$ cat src/vrpv_pkg.sv
// Shared types and constants of the vertex rotate / project / viewport block.
// No dependencies; the divider stage, the top level and the testbench import this package.
`timescale 1ns / 1ps
`default_nettype none

package vrpv_pkg;

    localparam int DEF_COORD_BITS     = 12;
    localparam int DEF_TRIG_FRAC_BITS = 14;

    localparam int TRIG_W    = 16;  // sine, cosine and depth offset registers
    localparam int FOCAL_W   = 12;
    localparam int CFG_W     = 16;
    localparam int CFG_IDX_W = 3;
    localparam int PIX_W     = 16;
    localparam int QBITS     = 17;  // quotient bits needed to decide saturation
    localparam int KW        = 11;  // signed width of the viewport constants

    // Viewport mapping constants.
    localparam logic signed [KW-1:0] K_X_CTR = 11'sd399;
    localparam logic signed [KW-1:0] K_X_DEN = 11'sd799;
    localparam logic signed [KW-1:0] K_X_SCR = 11'sd639;
    localparam logic signed [KW-1:0] K_Y_CTR = 11'sd299;
    localparam logic signed [KW-1:0] K_Y_DEN = 11'sd599;
    localparam logic signed [KW-1:0] K_Y_SCR = 11'sd479;

    localparam logic [PIX_W:0] PIX_POS_MAX = 17'd32767;
    localparam logic [PIX_W:0] PIX_NEG_MAX = 17'd32768;

    typedef enum logic [CFG_IDX_W-1:0] {
        REG_SIN_FIRST    = 3'd0,
        REG_COS_FIRST    = 3'd1,
        REG_SIN_SECOND   = 3'd2,
        REG_COS_SECOND   = 3'd3,
        REG_SIN_THIRD    = 3'd4,
        REG_COS_THIRD    = 3'd5,
        REG_DEPTH_OFFSET = 3'd6,
        REG_FOCAL_LENGTH = 3'd7
    } t_reg_idx;

    localparam logic [TRIG_W-1:0]  RST_SIN   = 16'd0;
    localparam logic [TRIG_W-1:0]  RST_COS   = 16'd16384;
    localparam logic [TRIG_W-1:0]  RST_OFF   = 16'hFF6A;
    localparam logic [FOCAL_W-1:0] RST_FOCAL = 12'd1200;

    // Sideband that travels with each lane through the divider.
    typedef struct packed {
        logic neg;   // quotient is negative
        logic ovf;   // quotient magnitude needs more than QBITS bits
        logic zero;  // translated depth was zero
    } t_div_side;

endpackage

`default_nettype wire

$ cat src/vrpv_div_step.sv
// One restoring-division stage: decides one quotient bit of one lane.
// Depends on vrpv_pkg.
`timescale 1ns / 1ps
`default_nettype none

module vrpv_div_step
    import vrpv_pkg::*;
#(
    parameter int WW    = 64,
    parameter int DNW   = 32,
    parameter int SHIFT = 0
) (
    input  wire logic             i_clk,
    input  wire logic             i_en,
    input  wire logic [WW-1:0]    i_rem,
    input  wire logic [DNW-1:0]   i_den,
    input  wire logic [QBITS-1:0] i_q,
    input  wire t_div_side        i_side,
    output      logic [WW-1:0]    o_rem,
    output      logic [DNW-1:0]   o_den,
    output      logic [QBITS-1:0] o_q,
    output      t_div_side        o_side
);

    logic [WW-1:0] w_sub;
    logic          w_take;

    assign w_sub  = WW'(i_den) << SHIFT;
    assign w_take = (i_rem >= w_sub);

    always_ff @(posedge i_clk) begin
        if (i_en) begin
            o_rem  <= w_take ? (i_rem - w_sub) : i_rem;
            o_den  <= i_den;
            o_side <= i_side;
            o_q    <= i_q | (QBITS'(w_take) << SHIFT);
        end
    end

endmodule

`default_nettype wire

$ cat config.mk
export PLATFORM = sky130hd
export DESIGN_NAME = vrpv_div_step
export DESIGN_NICKNAME = d
export VERILOG_FILES = /design/src/vrpv_pkg.sv /design/src/vrpv_div_step.sv
export SDC_FILE = /design/constraint.sdc
export NUM_CORES = 1
export LEC_CHECK = 0
export ABC_CLOCK_PERIOD_IN_PS = 4180
export BUFFER_PORTS_ARGS = -buffer_cell sky130_fd_sc_hd__buf_2
export CELL_PAD_IN_SITES_DETAIL_PLACEMENT = 1
export CELL_PAD_IN_SITES_GLOBAL_PLACEMENT = 2
export CORE_ASPECT_RATIO = 0.8
export CORE_UTILIZATION = 33
export DETAILED_ROUTE_END_ITERATION = 12
export PLACE_DENSITY = 0.95
export SYNTH_ARGS = -nofsm -noshare
export SYNTH_HDL_FRONTEND = slang
export SYNTH_SLANG_ARGS = --single-unit
$ cat constraint.sdc
create_clock -name i_clk -period 4.18 [get_ports i_clk]
set_clock_uncertainty 0.2 [all_clocks]
set_input_delay 0 -clock i_clk [delete_from_list [all_inputs] [get_ports i_clk]]
set_output_delay 0 -clock i_clk [all_outputs]
set_load 0.05 [all_outputs]
==> metrics.txt <==
# TYPE chip_impl_metric gauge
chip_impl_info{name="outcome",value="finished, final reports clean"} 1
chip_impl_metric{name="cts_buffer_depth",unit=""} 2
chip_impl_metric{name="track_usage",unit="%"} 23.2
chip_impl_metric{name="worst-path-buf-inv",unit=""} 3
chip_impl_info{name="clock_tree_from_tritoncts",value="built"} 1
chip_impl_metric{name="timing.critical_path.slowest_cell_delay",unit="ns"} 0.59
chip_impl_metric{name="sequentialPowerShare",unit="%"} 35.4
chip_impl_metric{name="critical_path_depth",unit=""} 12
chip_impl_metric{name="post-cts-setup-buffer-count",unit=""} 0
chip_impl_metric{name="layout-area-overhead-vs-synth",unit="%"} 49.0
chip_impl_metric{name="cells_after_synth",unit=""} 652
chip_impl_metric{name="cp_data_arrival_time",unit="ns"} 3.98
chip_impl_info{name="post-synth-top-area-cell",value="edfxtp_1"} 1
chip_impl_metric{name="switching_share",unit="%"} 35.1
chip_impl_metric{name="tightest_pin_transition",unit="ns"} 1.02
chip_impl_metric{name="cts_buffers",unit=""} 17
chip_impl_info{name="worst_hold_path_type",value="in -> reg"} 1
chip_impl_info{name="timing.setup.critical_path_class",value="in -> reg"} 1
chip_impl_metric{name="design.die.area",unit="um^2"} 21200
chip_impl_info{name="netlist_top_cells_count",value="edfxtp_1 (116), nand2_1 (67), inv_1 (44), o21ai_0 (38), xor2_1 (38)"} 1
chip_impl_metric{name="post_syn_area_per_cell",unit="um^2"} 10.5
chip_impl_metric{name="fraction_of_post_synthesis_cell_area_in_the_top_cell_type_by_area",unit="%"} 51.1
chip_impl_metric{name="placementRows",unit=""} 46
chip_impl_metric{name="synth_warnings",unit=""} 0
chip_impl_metric{name="finalCriticalPeriod",unit="ns"} 4.00
chip_impl_metric{name="first_pass_iters",unit=""} 5
chip_impl_metric{name="path_max_fanout",unit=""} 6
chip_impl_metric{name="slew_headroom",unit="%"} 31.5
chip_impl_metric{name="yosys.cell_types.count",unit=""} 61
chip_impl_metric{name="route.detailed.wl_per_inst",unit="um"} 19.0
chip_impl_metric{name="die-width",unit="um"} 163
chip_impl_metric{name="power.share.combinational",unit="%"} 28.4
chip_impl_metric{name="fp.dieH",unit="um"} 131
chip_impl_metric{name="gr-total-overflow",unit=""} 0
chip_impl_metric{name="ys_ff_latch",unit=""} 116
chip_impl_metric{name="synth-seq-area-share",unit="%"} 51.1
chip_impl_info{name="top_family_by_delay_on_critical_path",value="compound AO/OA/AOI/OAI gates"} 1
chip_impl_metric{name="detail_route.drc_violations",unit=""} 0
chip_impl_metric{name="io_buffer_count",unit=""} 233
chip_impl_metric{name="p_leak",unit="nW"} 4.27
chip_impl_metric{name="drive_gt1_share",unit="%"} 28.6
chip_impl_metric{name="post_synth_instance_area",unit="um^2"} 6820
chip_impl_info{name="synthFlopType",value="edfxtp_1"} 1
chip_impl_metric{name="postLayoutCellArea",unit="um^2"} 10200
chip_impl_metric{name="achievable-frequency",unit="MHz"} 250
chip_impl_metric{name="internal_power",unit="W"} 0.00268
chip_impl_metric{name="mappedNetlistNets",unit=""} 803
chip_impl_info{name="min-delay-start",value="i_q[6]"} 1
chip_impl_info{name="root_buffer",value="clkbuf_16"} 1
chip_impl_metric{name="crit_required",unit="ns"} 4.16
chip_impl_metric{name="final_min_period_over_clock_period",unit="%"} 95.8
chip_impl_metric{name="ys_async_sr_fraction",unit="%"} 0
chip_impl_metric{name="grt_pass1_wl",unit="um"} 37500
chip_impl_metric{name="clockPowerShare",unit="%"} 36.2
chip_impl_metric{name="h-tree-depth",unit=""} 4
chip_impl_metric{name="cts_sinks",unit=""} 116
chip_impl_metric{name="finalSetupViolations",unit=""} 0
chip_impl_info{name="synth_top_cells_by_area",value="edfxtp_1 (51%), ha_1 (5.9%), xor2_1 (4.9%), nand2_1 (3.7%), o21ai_0 (2.8%)"} 1
chip_impl_metric{name="insertedDiodeCount",unit=""} 0
chip_impl_metric{name="antenna_found_initial",unit=""} 0
chip_impl_metric{name="drt_via_density",unit=""} 5.15
chip_impl_metric{name="dp.final_hpwl",unit="um"} 17200
chip_impl_metric{name="finalMaxSlewViolations",unit=""} 0
chip_impl_metric{name="number_of_drc_markers_in_iteration_0",unit=""} 464
chip_impl_metric{name="final_net_count",unit=""} 1165
chip_impl_metric{name="fp.coreArea",unit="um^2"} 20000
chip_impl_info{name="cpMostUsedCell",value="dlygate4sd3_1"} 1
chip_impl_metric{name="timing.final.hold_violations",unit=""} 0
chip_impl_metric{name="vdd_drop_max",unit="mV"} 0.211
chip_impl_metric{name="via_total_after_detailed_routing",unit=""} 6648
chip_impl_info{name="critical_path.cell_chain",value="dlygate4sd3_1 -> buf_2 -> ha_1 -> a211o_1 -> o211ai_1 -> a21oi_1 -> or3_1 -> a21oi_2 -> o22ai_1 -> a2111oi_2 -> xor2_1 -> dlygate4sd3_1"} 1
chip_impl_metric{name="maximum_number_of_pins_on_one_net_before_global_route_repair",unit=""} 57
chip_impl_metric{name="via_count_of_the_first_global_routing_pass",unit=""} 6953
chip_impl_metric{name="path_clk_slew",unit="ns"} 0.06
chip_impl_info{name="rsz_0062_raised_after_global_routing",value="no"} 1
chip_impl_metric{name="switchingPower",unit="W"} 0.00145
chip_impl_metric{name="drtAntennaViolNets",unit=""} 0
chip_impl_metric{name="dpl_cell_area",unit="um^2"} 8220
chip_impl_metric{name="floorplan.initialDensity",unit="%"} 34.0
chip_impl_metric{name="synth-edff-count",unit=""} 116
chip_impl_info{name="crit_end",value="o_rem[61]"} 1
chip_impl_metric{name="max_cap_violations",unit=""} 0
chip_impl_metric{name="gp_routability_congestion",unit=""} 0.871
chip_impl_info{name="timing.critical_path.from",value="i_rem[6]"} 1
chip_impl_info{name="critical_path.startpoint_type",value="primary input"} 1
chip_impl_metric{name="ioPinCount",unit=""} 234
chip_impl_metric{name="areal_power_density_over_the_cells",unit="nW/um^2"} 406
chip_impl_metric{name="final.fill_count",unit=""} 2277
chip_impl_metric{name="setup_tns",unit="ns"} 0
chip_impl_info{name="worst_setup_path_end_kind",value="flip-flop"} 1
chip_impl_metric{name="routed_wl",unit="um"} 24500
chip_impl_info{name="post-synth-top-count-cell",value="edfxtp_1"} 1
chip_impl_info{name="critPathSlowestCell",value="dlygate4sd3_1"} 1
-- cell type report --
cell class              instances  area (um^2)  area share (%)
clock buffers                  17          425            4.19
clock inverters                15          170            1.67
inverters                      45          169            1.66
multi-input cells             463         3050            30.0
flip-flops and latches        116         3480            34.3
well taps                     264          330            3.25
repair buffers                371         2530            24.9
-- metal layers --
layer / up-vias / track usage (%) / share of wire (%) / wire length, um
met4: 0 / 7.92 / 2.1 / 508
met3: 41 / 5.74 / 6.8 / 1670
met5: - / 0 / 0 / 0
met2: 278 / 37.2 / 46 / 11200
li1: 3126 / - / - / -
met1: 3203 / 30.7 / 46 / 11200
-- what timing repair did --
| action | CTS | global route |
|---|---|---|
| gates resized for setup | 0 | 5 |
| hold endpoints to repair | 170 | 0 |
| hold buffers | 132 | 0 |
| endpoints found under the setup margin | 0 | 4 |
-- layout by cell type (no fill, tap or decap), drive strengths merged, types with 5 or more instances in the layout --
cell and instances:
nor4 23, o21bai 8, o21ai 51, inv 52, a31oi 5, ha 32
nand2 68, nor2 34, or4 6, dlygate4sd3 132, buf 239, a21o 15
nand3 13, or3 7, nand4 11, and2 5, clkbuf 17, a211oi 5
xnor2 21, nand2b 7, o211ai 5, edfxtp 116, a21oi 38, nor3 26
xor2 38
-- power groups by stage --
stage | clock, W | combinational (W) | sequential [W]
floorplan | 0 | 0.000314 | 0.00191
global placement | 0 | 0.00105 | 0.00148
detailed placement | 0 | 0.00106 | 0.00148
CTS | 0.00153 | 0.00116 | 0.00146
global route | 0.00157 | 0.00124 | 0.00147
finish | 0.00149 | 0.00117 | 0.00146
-- state kept, by name (all words and copies together) (netlist names) --
name and flops:
o_rem 64, o_den 32, o_q 17, o_side 3
-- cells by family after synthesis --
| group | after synthesis | synth area share (%) |
|---|---|---|
| simple gates | 220 | 16.8 |
| compound gates | 148 | 13.4 |
| flops | 116 | 51.1 |
| buf+inv | 73 | 4.51 |
| xor+xnor | 59 | 7.58 |
| fa+ha+maj | 33 | 6.17 |
| mux | 3 | 0.459 |
-- per-stage QoR --
step | std cells | total power [W] | setup slack [ns] | util [%] | hold WS [ns]
2_1_floorplan | 652 | 0.00223 | 1.36 | - | -0.101
3_3_place_gp | 1127 | 0.00253 | 0.817 | 41.1 | -0.0236
3_5_place_dp | 1127 | 0.00254 | 0.736 | 41.1 | -0.0211
4_1_cts | 1291 | 0.00416 | 0.113 | 50.6 | 0.0554
5_1_grt | 1291 | 0.00429 | 0.000676 | 50.7 | 0.0737
6_report | 1291 | 0.00413 | 0.176 | 50.7 | 0.0867
-- how the worst min path moves through the flow --
stage                     endpoint  cells after the start
after floorplan           o_den[0]                      0
after global routing        o_q[4]                      2
after CTS                   o_q[1]                      2
final                       o_q[6]                      2
after global placement     o_q[11]                      1
after detailed placement   o_q[10]                      1
(Power assumes the default switching activity.)
